### src/hsvrgb_pkg.sv
// HSV to RGB converter: shared types and constants.
// Item structs, hue sector codes, pipeline enable bundle and divider constants.
// No dependencies.
`timescale 1ns / 1ps

package hsvrgb_pkg;

  // Field widths of the item structs
  localparam int HUE_W  = 15;
  localparam int SV_W   = 13;
  localparam int CHAN_W = 8;

  // Final divide by 600000 as multiply by rounded-up reciprocal, exact for N_W-bit numerators
  localparam int          N_W         = 28;
  localparam int          RECIP_SHIFT = 48;
  localparam int          RECIP_W     = 29;
  localparam logic [63:0] DIV_DEN     = 64'd600000;
  localparam logic [63:0] RECIP64     =
    ((64'd1 << RECIP_SHIFT) + DIV_DEN - 64'd1) / DIV_DEN;
  localparam logic [RECIP_W-1:0] RECIP = RECIP64[RECIP_W-1:0];

  typedef struct packed {
    logic [HUE_W-1:0] hue;
    logic [SV_W-1:0]  saturation;
    logic [SV_W-1:0]  brightness;
  } hsv_t;

  typedef struct packed {
    logic [CHAN_W-1:0] red;
    logic [CHAN_W-1:0] green;
    logic [CHAN_W-1:0] blue;
    logic              out_of_range;
  } rgb_t;

  // 60-degree hue sectors
  typedef enum logic [2:0] {
    SEC_R_TO_Y,
    SEC_Y_TO_G,
    SEC_G_TO_C,
    SEC_C_TO_B,
    SEC_B_TO_M,
    SEC_M_TO_R
  } sector_t;

  // Stage 1 result shared with the top level
  typedef struct packed {
    logic [SV_W-1:0] sat;
    logic [SV_W-1:0] bri;
    sector_t         sector;
    logic            oor;
  } hsvrgb_s1_t;

  // Load enables of the channel lane stages
  typedef struct packed {
    logic st2;
    logic st3;
    logic st4;
    logic st5;
  } hsvrgb_lane_en_t;

endpackage

### src/hsvrgb_sector.sv
// HSV to RGB converter: stage 1, range check and hue sector decode.
// Registers sector, distance from sector pair centre and the S/V operands.
// Depends on hsvrgb_pkg.
`timescale 1ns / 1ps

module hsvrgb_sector
  import hsvrgb_pkg::*;
#(
  parameter int FRAC_BITS = 6
) (
  input  logic                                         clk,
  input  logic                                         en,
  input  hsv_t                                         hsv,
  output hsvrgb_s1_t                                   s1,
  output logic [$clog2((60 << FRAC_BITS) + 1)-1:0]     sec_dist
);

  localparam int HX_MIN = $clog2((360 << FRAC_BITS) + 1);
  localparam int HX_W   = (HX_MIN > HUE_W) ? HX_MIN : HUE_W;
  localparam int SX_MIN = $clog2((100 << FRAC_BITS) + 1);
  localparam int SX_W   = (SX_MIN > SV_W) ? SX_MIN : SV_W;
  localparam int D_W    = $clog2((60 << FRAC_BITS) + 1);

  localparam logic [HX_W-1:0] H60  = HX_W'(60 << FRAC_BITS);
  localparam logic [HX_W-1:0] H120 = HX_W'(120 << FRAC_BITS);
  localparam logic [HX_W-1:0] H180 = HX_W'(180 << FRAC_BITS);
  localparam logic [HX_W-1:0] H240 = HX_W'(240 << FRAC_BITS);
  localparam logic [HX_W-1:0] H300 = HX_W'(300 << FRAC_BITS);
  localparam logic [HX_W-1:0] H360 = HX_W'(360 << FRAC_BITS);
  localparam logic [SX_W-1:0] P100 = SX_W'(100 << FRAC_BITS);

  logic [HX_W-1:0] hue_x;
  logic [SX_W-1:0] sat_x;
  logic [SX_W-1:0] bri_x;
  logic [HX_W-1:0] base;
  logic [HX_W-1:0] u;
  logic [HX_W-1:0] dist_x;
  hsvrgb_s1_t      s1_next;

  always_comb begin
    hue_x = HX_W'(hsv.hue);
    sat_x = SX_W'(hsv.saturation);
    bri_x = SX_W'(hsv.brightness);

    s1_next.sat = hsv.saturation;
    s1_next.bri = hsv.brightness;
    s1_next.oor = (hue_x > H360) || (sat_x > P100) || (bri_x > P100);

    // hue of exactly 360 lands in the last sector
    if (hue_x >= H300) begin
      s1_next.sector = SEC_M_TO_R;
    end else if (hue_x >= H240) begin
      s1_next.sector = SEC_B_TO_M;
    end else if (hue_x >= H180) begin
      s1_next.sector = SEC_C_TO_B;
    end else if (hue_x >= H120) begin
      s1_next.sector = SEC_G_TO_C;
    end else if (hue_x >= H60) begin
      s1_next.sector = SEC_Y_TO_G;
    end else begin
      s1_next.sector = SEC_R_TO_Y;
    end

    // start of the 120-degree sector pair
    case (s1_next.sector)
      SEC_R_TO_Y, SEC_Y_TO_G: base = '0;
      SEC_G_TO_C, SEC_C_TO_B: base = H120;
      SEC_B_TO_M, SEC_M_TO_R: base = H240;
      default:                base = '0;
    endcase

    // |u - 60| is 60 minus the secondary weight w
    u      = hue_x - base;
    dist_x = (u >= H60) ? (u - H60) : (H60 - u);
  end

  always_ff @(posedge clk) begin
    if (en) begin
      s1       <= s1_next;
      sec_dist <= dist_x[D_W-1:0];
    end
  end

endmodule

### src/hsvrgb_lane.sv
// HSV to RGB converter: one channel lane, stages 2 to 5.
// Computes floor(255 * v * (6000f^2 - s*d) / (600000 f^3)) for a distance d.
// Depends on hsvrgb_pkg.
`timescale 1ns / 1ps

module hsvrgb_lane
  import hsvrgb_pkg::*;
#(
  parameter int FRAC_BITS = 6
) (
  input  logic                                         clk,
  input  hsvrgb_lane_en_t                              en,
  input  logic [SV_W-1:0]                              sat,
  input  logic [SV_W-1:0]                              bri,
  input  logic [$clog2((60 << FRAC_BITS) + 1)-1:0]     sec_dist,
  output logic [CHAN_W-1:0]                            chan
);

  localparam int          D_W      = $clog2((60 << FRAC_BITS) + 1);
  localparam logic [63:0] P_FULL64 = 64'd6000 << (2 * FRAC_BITS);
  localparam int          P_W      = $clog2(P_FULL64 + 64'd1);
  localparam logic [P_W-1:0] P_FULL = P_FULL64[P_W-1:0];
  localparam int          SD_W     = SV_W + D_W;
  localparam int          PX_W     = (SD_W > P_W) ? SD_W : P_W;
  localparam int          M_W      = SV_W + P_W;
  localparam int          Y_W      = M_W + 8;
  localparam int          SHIFT    = 3 * FRAC_BITS;

  logic [SD_W-1:0]            sd;
  logic [PX_W-1:0]            sd_x;
  logic [P_W-1:0]             p_next;
  logic [P_W-1:0]             p;
  logic [SV_W-1:0]            bri2;
  logic [M_W-1:0]             prod_next;
  logic [M_W-1:0]             prod;
  logic [Y_W-1:0]             y;
  logic [Y_W-1:0]             y_sh;
  logic [N_W-1:0]             n;
  logic [N_W+RECIP_W-1:0]     qp;

  // Stage 2: weight p = 6000f^2 - s*d
  always_comb begin
    sd     = SD_W'(sat) * SD_W'(sec_dist);
    sd_x   = PX_W'(sd);
    p_next = P_FULL - sd_x[P_W-1:0];
  end

  // Stage 3: v * p
  always_comb begin
    prod_next = M_W'(bri2) * M_W'(p);
  end

  // Stage 4: times 255, drop the f^3 part of the divisor
  always_comb begin
    y    = {prod, 8'b0} - Y_W'(prod);
    y_sh = y >> SHIFT;
  end

  // Stage 5: divide by 600000 by reciprocal
  always_comb begin
    qp = (N_W + RECIP_W)'(n) * (N_W + RECIP_W)'(RECIP);
  end

  always_ff @(posedge clk) begin
    if (en.st2) begin
      p    <= p_next;
      bri2 <= bri;
    end
    if (en.st3) begin
      prod <= prod_next;
    end
    if (en.st4) begin
      n <= y_sh[N_W-1:0];
    end
    if (en.st5) begin
      chan <= qp[RECIP_SHIFT +: CHAN_W];
    end
  end

endmodule

### src/hsv_to_rgb_converter.sv
// HSV to RGB converter: top level, pipeline control and output stage.
// Instantiates hsvrgb_sector and three hsvrgb_lane; depends on hsvrgb_pkg.
`timescale 1ns / 1ps

// Usage
//   Input channel hsv / hsv_valid / hsv_stall carries one colour per item:
//   hue in degrees, saturation and value in percent, FRAC_BITS fraction bits.
//   Output channel rgb / rgb_valid / rgb_stall returns one item per input
//   item, in order: 8-bit red, green, blue and an out-of-range flag. Hue
//   above 360 or saturation or value above 100 gives black with the flag set.
//   Six register stages: sector decode, s*d weight, v*p product, scale by
//   255, reciprocal divide, channel select. Throughput is one item per
//   clock while rgb_stall is low; the stages have their own valid bits,
//   so empty stages are filled even while a finished item waits.
//   When rgb_stall is held, the output holds and the stages behind it fill
//   up; hsv_stall rises only once all six stages hold an item.
//   Reset (rst, synchronous) empties the pipeline; no item is in flight after.
module hsv_to_rgb_converter
  import hsvrgb_pkg::*;
#(
  parameter int FRAC_BITS = 6
) (
  input  logic clk,
  input  logic rst,
  input  logic hsv_valid,
  output logic hsv_stall,
  input  hsv_t hsv,
  output logic rgb_valid,
  input  logic rgb_stall,
  output rgb_t rgb
);

  localparam int D_W = $clog2((60 << FRAC_BITS) + 1);

  localparam logic [D_W-1:0] DIST_ZERO  = '0;
  localparam logic [D_W-1:0] DIST_SIXTY = D_W'(60 << FRAC_BITS);

  logic [6:1]        vld;
  logic [6:1]        en;
  hsvrgb_lane_en_t   lane_en;
  hsvrgb_s1_t        s1;
  logic [D_W-1:0]    dist_mid;
  sector_t           sector_d [2:5];
  logic              oor_d    [2:5];
  logic [CHAN_W-1:0] c_max;
  logic [CHAN_W-1:0] c_mid;
  logic [CHAN_W-1:0] c_min;
  rgb_t              rgb_next;

  // A stage loads when it is empty or its successor loads
  always_comb begin
    en[6] = !vld[6] || !rgb_stall;
    en[5] = !vld[5] || en[6];
    en[4] = !vld[4] || en[5];
    en[3] = !vld[3] || en[4];
    en[2] = !vld[2] || en[3];
    en[1] = !vld[1] || en[2];
    hsv_stall   = !en[1];
    lane_en.st2 = en[2];
    lane_en.st3 = en[3];
    lane_en.st4 = en[4];
    lane_en.st5 = en[5];
  end

  always_ff @(posedge clk) begin
    if (rst) begin
      vld <= '0;
    end else begin
      if (en[1]) vld[1] <= hsv_valid;
      if (en[2]) vld[2] <= vld[1];
      if (en[3]) vld[3] <= vld[2];
      if (en[4]) vld[4] <= vld[3];
      if (en[5]) vld[5] <= vld[4];
      if (en[6]) vld[6] <= vld[5];
    end
  end

  hsvrgb_sector #(
    .FRAC_BITS (FRAC_BITS)
  ) u_sector (
    .clk      (clk),
    .en       (en[1]),
    .hsv      (hsv),
    .s1       (s1),
    .sec_dist (dist_mid)
  );

  // Brightest channel: d = 0
  hsvrgb_lane #(
    .FRAC_BITS (FRAC_BITS)
  ) u_lane_max (
    .clk      (clk),
    .en       (lane_en),
    .sat      (s1.sat),
    .bri      (s1.bri),
    .sec_dist (DIST_ZERO),
    .chan     (c_max)
  );

  // Secondary channel: d = |u - 60|
  hsvrgb_lane #(
    .FRAC_BITS (FRAC_BITS)
  ) u_lane_mid (
    .clk      (clk),
    .en       (lane_en),
    .sat      (s1.sat),
    .bri      (s1.bri),
    .sec_dist (dist_mid),
    .chan     (c_mid)
  );

  // Darkest channel: d = 60
  hsvrgb_lane #(
    .FRAC_BITS (FRAC_BITS)
  ) u_lane_min (
    .clk      (clk),
    .en       (lane_en),
    .sat      (s1.sat),
    .bri      (s1.bri),
    .sec_dist (DIST_SIXTY),
    .chan     (c_min)
  );

  // Sector and range flag ride alongside the lanes
  always_ff @(posedge clk) begin
    if (en[2]) begin
      sector_d[2] <= s1.sector;
      oor_d[2]    <= s1.oor;
    end
    if (en[3]) begin
      sector_d[3] <= sector_d[2];
      oor_d[3]    <= oor_d[2];
    end
    if (en[4]) begin
      sector_d[4] <= sector_d[3];
      oor_d[4]    <= oor_d[3];
    end
    if (en[5]) begin
      sector_d[5] <= sector_d[4];
      oor_d[5]    <= oor_d[4];
    end
  end

  // Stage 6: place the three levels by sector, black when out of range
  always_comb begin
    case (sector_d[5])
      SEC_R_TO_Y: begin
        rgb_next.red = c_max; rgb_next.green = c_mid; rgb_next.blue = c_min;
      end
      SEC_Y_TO_G: begin
        rgb_next.red = c_mid; rgb_next.green = c_max; rgb_next.blue = c_min;
      end
      SEC_G_TO_C: begin
        rgb_next.red = c_min; rgb_next.green = c_max; rgb_next.blue = c_mid;
      end
      SEC_C_TO_B: begin
        rgb_next.red = c_min; rgb_next.green = c_mid; rgb_next.blue = c_max;
      end
      SEC_B_TO_M: begin
        rgb_next.red = c_mid; rgb_next.green = c_min; rgb_next.blue = c_max;
      end
      default: begin
        rgb_next.red = c_max; rgb_next.green = c_min; rgb_next.blue = c_mid;
      end
    endcase
    rgb_next.out_of_range = oor_d[5];
    if (oor_d[5]) begin
      rgb_next.red   = '0;
      rgb_next.green = '0;
      rgb_next.blue  = '0;
    end
  end

  always_ff @(posedge clk) begin
    if (en[6]) begin
      rgb <= rgb_next;
    end
  end

  assign rgb_valid = vld[6];

  // Input stalls only with a full pipeline held by the receiver
  a_stall_full: assert property (@(posedge clk) disable iff (rst)
    hsv_stall |-> (&vld && rgb_stall))
    else $error("input stalled with an empty stage");

  // A taken item with nothing behind it leaves the output empty
  a_no_invent: assert property (@(posedge clk) disable iff (rst)
    (rgb_valid && !rgb_stall && !vld[5]) |=> !rgb_valid)
    else $error("output item appeared without a source");

  // Out-of-range items leave as black
  a_oor_black: assert property (@(posedge clk) disable iff (rst)
    (rgb_valid && rgb.out_of_range) |->
      (rgb.red == '0 && rgb.green == '0 && rgb.blue == '0))
    else $error("out-of-range item not black");

  // Lane levels are ordered for in-range items
  a_level_order: assert property (@(posedge clk) disable iff (rst)
    (vld[5] && !oor_d[5]) |-> (c_min <= c_mid && c_mid <= c_max))
    else $error("channel levels out of order");

  // A held output keeps its item
  a_hold: assert property (@(posedge clk) disable iff (rst)
    (rgb_valid && rgb_stall) |=> (rgb_valid && $stable(rgb)))
    else $error("stalled output item changed");

endmodule

### config.mk
export PLATFORM = sky130hd
export DESIGN_NAME = hsv_to_rgb_converter
export DESIGN_NICKNAME = d
export VERILOG_FILES = /design/src/hsvrgb_pkg.sv /design/src/hsvrgb_sector.sv /design/src/hsvrgb_lane.sv /design/src/hsv_to_rgb_converter.sv
export SDC_FILE = /design/constraint.sdc
export NUM_CORES = 2
export LEC_CHECK = 0
export BUFFER_PORTS_ARGS = -buffer_cell sky130_fd_sc_hd__buf_2
export CORE_ASPECT_RATIO = 2
export CORE_UTILIZATION = 50
export CTS_CLUSTER_SIZE = 40
export DETAILED_ROUTE_END_ITERATION = 6
export HOLD_SLACK_MARGIN = 0.05
export PLACE_DENSITY = 0.72
export SLEW_MARGIN = 30
export SYNTH_ARGS = -nofsm -noshare
export SYNTH_HDL_FRONTEND = slang
export SYNTH_SLANG_ARGS = --single-unit
### constraint.sdc
create_clock -name clk -period 17.2 [get_ports clk]
set_clock_uncertainty 0.05 [all_clocks]
set_input_delay 2.58 -clock clk [delete_from_list [all_inputs] [get_ports clk]]
set_output_delay 2.58 -clock clk [all_outputs]
set_load 0.1 [all_outputs]
Word-level counts from Yosys, hierarchy flattened
Memory sizes are Yosys's and may differ from the RTL's.
Index checks and enable logic that the tools add are counted.
- register bits after elaboration: 342
- RAM bits: 16
- input bits: 45
- word-level logic and storage cells: 97
- memories kept: 2
- memory list (name ; words ; bits a word ; read ports ; clocked after memory_dff ; write ports ; RTL line ; RTL):
    sector_d ; 4 ; 3 ; 4 ; 0 ; 4 ; hsv_to_rgb_converter.sv:43 ; sector_t sector_d [2:5];
    oor_d ; 4 ; 1 ; 4 ; 0 ; 4 ; hsv_to_rgb_converter.sv:44 ; logic oor_d [2:5];
- add/sub/neg operators: 8
- multipliers: 8
- $lt $le $gt $ge: 9
- equal/unequal tests: 8
- multiplexer cells: 16
- reductions and logical operators: 19
- operators with widths (cell ; number):
    multiplier 28 x 28 -> 55 bit (second input constant) ; 3
    subtractor 46 x 38 -> 46 bit ; 3
    case mux 24 bit (5 select lines) ; 1
    multiplier 13 x 25 -> 38 bit ; 2
    subtractor 25 bit (first input constant) ; 2
    greater-or-equal comparator 15 x 12 -> 1 bit (second input constant) ; 2
    greater-or-equal comparator 15 x 14 -> 1 bit (second input constant) ; 2
    case mux 14 bit (2 select lines) ; 1
    greater-than comparator 13 bit (second input constant) ; 2
    multiplier 13 x 12 -> 25 bit ; 1
    multiplier 13 x 9 -> 22 bit (second input constant) ; 1
    multiplier 13 x 4 -> 17 bit (second input constant) ; 1
    greater-or-equal comparator 15 x 13 -> 1 bit (second input constant) ; 1
    greater-or-equal comparator 15 bit (second input constant) ; 1
    greater-than comparator 15 bit (second input constant) ; 1
    subtractor 15 x 14 -> 15 bit ; 1
    equality test 3 x 2 -> 1 bit (second input constant) ; 4
    2-to-1 mux 12 bit ; 1
    2-to-1 mux 3 bit ; 4
    subtractor 12 bit (first input constant) ; 1
    subtractor 12 bit (second input constant) ; 1
    equality test 3 bit (second input constant) ; 3
    2-to-1 mux 1 bit ; 9
    zero test 1 bit ; 8
    other kinds (4) ; 12

Logic depth before layout (Yosys ltp)
- depth in word-level cells: 12
- depth in mapped cells: 26
- gate-level depth less buffers: 25

Cells and area by module
A second synthesis with hierarchy kept.
- cell total of the unflattened synthesis: 10808
- area, all modules: 103857.1 um2
- modules (own cells, without submodules) (module ; times used ; cells each ; area an instance (um2) ; sequential area each (um2)):
    hsvrgb_lane at u_lane_mid ; 1 ; 3509 ; 33348.2 ; 3363.2
    hsvrgb_lane at u_lane_max ; 1 ; 3521 ; 33313.2 ; 3363.2
    hsvrgb_lane at u_lane_min ; 1 ; 3409 ; 32767.7 ; 3363.2
    hsv_to_rgb_converter ; 1 ; 226 ; 2477.4 ; 1351.3
    hsvrgb_sector ; 1 ; 143 ; 1950.6 ; 1261.2

Worst setup path before layout
No wires, ideal clock.
- path type: in2out
- start: input port rgb_stall
- end: output port hsv_stall
- arrival time: 5.169 ns
- required time: 14.570 ns
- path slack: 9.401 ns
- stages on the path: 4
- path buffers: 0
- cell sequence: and3_1 -> and3_1 -> nand3_1 -> inv_1
- longest elaborated chain between the ends: 8
- RTL lines (item ; RTL line ; RTL):
    start: declaration ; hsv_to_rgb_converter.sv:29 ; input logic rgb_stall,
    zero test 1 bit ; hsv_to_rgb_converter.sv:52 ; en[6] = !vld[6] || !rgb_stall;
    logical OR 1 bit ; hsv_to_rgb_converter.sv:52 ;
    logical OR 1 bit ; hsv_to_rgb_converter.sv:53 ; en[5] = !vld[5] || en[6];
    logical OR 1 bit ; hsv_to_rgb_converter.sv:54 ; en[4] = !vld[4] || en[5];
    logical OR 1 bit ; hsv_to_rgb_converter.sv:55 ; en[3] = !vld[3] || en[4];
    logical OR 1 bit ; hsv_to_rgb_converter.sv:56 ; en[2] = !vld[2] || en[3];
    logical OR 1 bit ; hsv_to_rgb_converter.sv:57 ; en[1] = !vld[1] || en[2];
    zero test 1 bit ; hsv_to_rgb_converter.sv:58 ; hsv_stall = !en[1];
    end: declaration ; hsv_to_rgb_converter.sv:26 ; output logic hsv_stall,
No other way between the ends.

Worst setup path in the final report
- start: register u_lane_mid.n[9]
- end: register u_lane_mid.chan[7], data pin
- longest elaborated chain between the ends: 1
- RTL lines (item ; RTL line ; RTL):
    start: declaration ; hsvrgb_lane.sv:38 ; logic [N_W-1:0] n;
    start signal: assignment ; hsvrgb_lane.sv:73 ; n <= y_sh[N_W-1:0];
    multiplier 28 x 28 -> 55 bit ; hsvrgb_lane.sv:61 ; qp = (N_W + RECIP_W)'(n) * (N_W + RECIP_W)'(RECIP);
    named net u_lane_mid.qp[55] ; hsvrgb_lane.sv:39 ; logic [N_W+RECIP_W-1:0] qp;
    end signal: assignment ; hsvrgb_lane.sv:76 ; chan <= qp[RECIP_SHIFT +: CHAN_W];
    end: declaration ; hsvrgb_lane.sv:16 ; output logic [CHAN_W-1:0] chan
The timed path passes the listed nets, and every way through them passes these cells.
A chain may end at the register's enable or synchronous reset.

==> load_flow_metrics.sql <==
INSERT INTO impl_metrics (metric_group, metric, value, unit) VALUES
('run_status', 'status', 'completed', ''),
('sta', 'timing.max_slew.rel_slack', '32.74', '%'),
('setup_path', 'sort_of_element_at_the_start_of_the_critical_path', 'register', ''),
('setup_path', 'worstPathArrival', '7.76', 'ns'),
('global_routing', 'grt_max_degree', '60', ''),
('cts', 'holdBufCountCts', '0', ''),
('setup_path', 'slowest_stage', 'sky130_fd_sc_hd__fa_1', ''),
('global_routing', 'grt_pass1_vias', '61372', ''),
('cells_and_area', 'net_count_reported_at_finish', '10475', ''),
('setup_path', 'timing.critical_path.fanout_max', '6', ''),
('sta', 'final.setup.tns', '0', 'ns'),
('setup_path', 'cpMostUsedCell', 'sky130_fd_sc_hd__fa_1', ''),
('synth', 'ys_warn_count', '0', ''),
('global_routing', 'globalRoute.busiestLayer', 'met2', ''),
('cts', 'cts-htree-levels', '2', ''),
('placed_design', 'port-buffer-count', '71', ''),
('cts', 'clk_root_buffer_cell', 'sky130_fd_sc_hd__clkbuf_16', ''),
('floorplan', 'initial_core_util', '50.47', '%'),
('floorplan', 'die_w', '281.4', 'um'),
('routing', 'routed_wire_length_per_instance', '22.75', 'um'),
('min_path', 'worst_hold_startpoint', 'sector_d[1][3]', ''),
('floorplan', 'ios', '72', ''),
('setup_path', 'crit_start', 'u_lane_mid.n[9]', ''),
('routing', 'dr.pass1.iters', '6', ''),
('cells_and_area', 'final_instance_count_excl_fillers', '9866', ''),
('routing', 'avgViaCountPerCell', '5.401', ''),
('global_routing', 'grt.met3_usage', '4.281', '%'),
('synth', 'synth.yosys.seq_area_share', '13.08', '%'),
('placed_design', 'hpwl', '194900', 'um'),
('setup_path', 'crit_required', '17.53', 'ns'),
('setup_path', 'critical_path.cell_chain', 'inv_1, fa_1, xor2_1, ha_1, o21bai_1, fa_1, fa_1, fa_1, fa_1, inv_1, fa_1, inv_1, ha_1, and4_1, nand2_1, or4_1, a311oi_1, o21a_1, o41ai_4, o2111ai_2, a21o_1, a21oi_2, xnor2_1', ''),
('synth', 'yosysUniqueCellTypes', '81', ''),
('cells_and_area', 'area_growth', '4.829', '%'),
('cts', 'maximum_clock_path_buffer_count', '3', ''),
('cts', 'cts.repair.resized', '0', ''),
('routing', 'total_wire_length', '224400', 'um'),
('cts', 'worst_skew_pair.late_latency', '0.64', 'ns'),
('setup_path', 'crit_end', 'u_lane_mid.chan[7]', ''),
('floorplan', 'die_area', '157800', 'um2'),
('setup_path', 'critPathBufInv', '3', ''),
('setup_path', 'cp-end-kind', 'register', ''),
('sta', 'post-route-period-util', '43.16', '%'),
('sta', 'final_hold_viol_count', '0', ''),
('global_routing', 'grt_remaining_overflow', '0', ''),
('global_routing', 'global_routing_usage_on_met1', '25.02', '%'),
('sta', 'period_needed', '7.423', 'ns'),
('placed_design', 'place_congestion', '1.115', ''),
('sta', 'drv_slew', '0', ''),
('global_routing', 'grt_pass1_wl', '344600', 'um'),
('cts', 'cts-buffers-inserted', '36', ''),
('cells_and_area', 'layout.cells.most_common', 'sky130_fd_sc_hd__inv_1', ''),
('synth', 'synth-seq-cells', '342', ''),
('setup_path', 'worstSetupPathDepth', '23', ''),
('routing', 'dr.first_iter.drc_count', '2379', ''),
('global_routing', 'antenna_found_initial', '8', ''),
('sta', 'setup_viol', '0', ''),
('sta', 'grt_setup_unrepaired', 'no', ''),
('sta', 'worstMarginPinSlew', '1.009', 'ns'),
('routing', 'route.detailed.drc', '0', ''),
('setup_path', 'cpLargestDelayFamily', 'adder cells', ''),
('synth', 'synth.net_count', '10505', ''),
('routing', 'vias', '53290', ''),
('cts', 'clk_pin_slew', '0.07', 'ns'),
('setup_path', 'worst_flop_to_flop_path_endpoint', 'u_lane_mid.chan[7]', ''),
('cts', 'cts_tree', 'built', ''),
('global_routing', 'grt.total_usage', '29.71', '%'),
('setup_path', 'criticalPathCategory', 'register to register', ''),
('floorplan', 'coreArea', '154700', 'um2'),
('min_path', 'worst_hold_path_type', 'register to register', ''),
('synth', 'synth-edff-count', '336', ''),
('cells_and_area', 'most-common-layout-cells', 'sky130_fd_sc_hd__inv_1 (2,317), sky130_fd_sc_hd__fa_1 (1,494), sky130_fd_sc_hd__ha_1 (1,162)', '');
## stage by stage
step	setup slack [ns]	instance area, um2	util, %	hold slack [ns]
2_1_floorplan	9.401	78070	-	0.3503
3_3_place_gp	9.768	80590	52.10	0.3534
3_5_place_dp	9.761	80610	52.12	0.3545
4_1_cts	9.735	81830	52.90	0.3667
5_1_grt	9.412	81830	52.90	0.3714
6_report	9.777	81840	52.91	0.3688
## cells by family after synthesis
family	after synthesis	synth area share, %
muxes	17	0.2180
and+or+nand+nor	1251	7.912
buffers and inverters	2485	11.96
adders and majority gates	2657	56.95
AOI/OAI and AO/OA	728	6.254
xor gates and xnor gates	324	3.635
DFF	342	13.08
## per-layer routing
| layer | up-vias | part of all wire [%] |
|---|---|---|
| li1 | 23715 | - |
| met3 | 1030 | 4.0 |
| met2 | 1715 | 55 |
| met4 | 6 | 12 |
| met1 | 26824 | 29 |
| met5 | - | 0.020 |
## registers in the layout, indices dropped and copies added (netlist names)
register / cells
sector_d: 12
u_lane_min.prod: 30
oor_d: 4
u_lane_max.prod: 22
vld: 6
u_lane_max.chan: 8
u_lane_mid.chan: 8
u_lane_min.p: 17
u_lane_min.n: 28
u_lane_min.chan: 8
u_sector.sec_dist: 12
rgb: 25
u_lane_mid.p: 25
u_lane_mid.prod: 38
u_lane_max.n: 28
u_lane_min.bri2: 13
u_sector.s1: 30
u_lane_mid.n: 28
## synth_stat cells (123+ instances only)
| cell type | instances | area share [%] |
|---|---|---|
| sky130_fd_sc_hd__ha_1 | 1162 | 19 |
| sky130_fd_sc_hd__fa_1 | 1494 | 38 |
| sky130_fd_sc_hd__and2_1 | 349 | 2.8 |
| sky130_fd_sc_hd__xor2_1 | 123 | 1.4 |
| sky130_fd_sc_hd__nor2_1 | 159 | 0.76 |
| sky130_fd_sc_hd__edfxtp_1 | 336 | 13 |
| sky130_fd_sc_hd__inv_1 | 2318 | 11 |
| sky130_fd_sc_hd__nand2_1 | 470 | 2.3 |
| sky130_fd_sc_hd__xnor2_1 | 201 | 2.3 |
| sky130_fd_sc_hd__a21oi_1 | 224 | 1.4 |
| sky130_fd_sc_hd__a21o_1 | 157 | 1.5 |
| sky130_fd_sc_hd__clkbuf_1 | 162 | 0.78 |
## area by class of cell
class,count,area [um2]
clock buffer,43,968.4
multi-input combinational,4977,58550
fill,13885,72840
inverter,2318,8703
sequential,342,10210
tap,2060,2577
timing repair buffer,99,573.1
clock inverter,23,250.2
antenna,4,10.01
## how the worst min path moves through the flow
stage	to	slack [ns]	depth (start not counted)
final	sector_d[2][0]	0.37	0
after global routing	oor_d[1][0]	0.37	0
after CTS	oor_d[1][0]	0.37	0
after detailed placement	oor_d[1][1]	0.35	0
after global placement	oor_d[1][1]	0.35	0
after floorplan	oor_d[1][0]	0.35	0
Power is left out: the tool's default activity adds up to more than one toggle a clock period on the data nets, which glitch-free logic cannot reach.
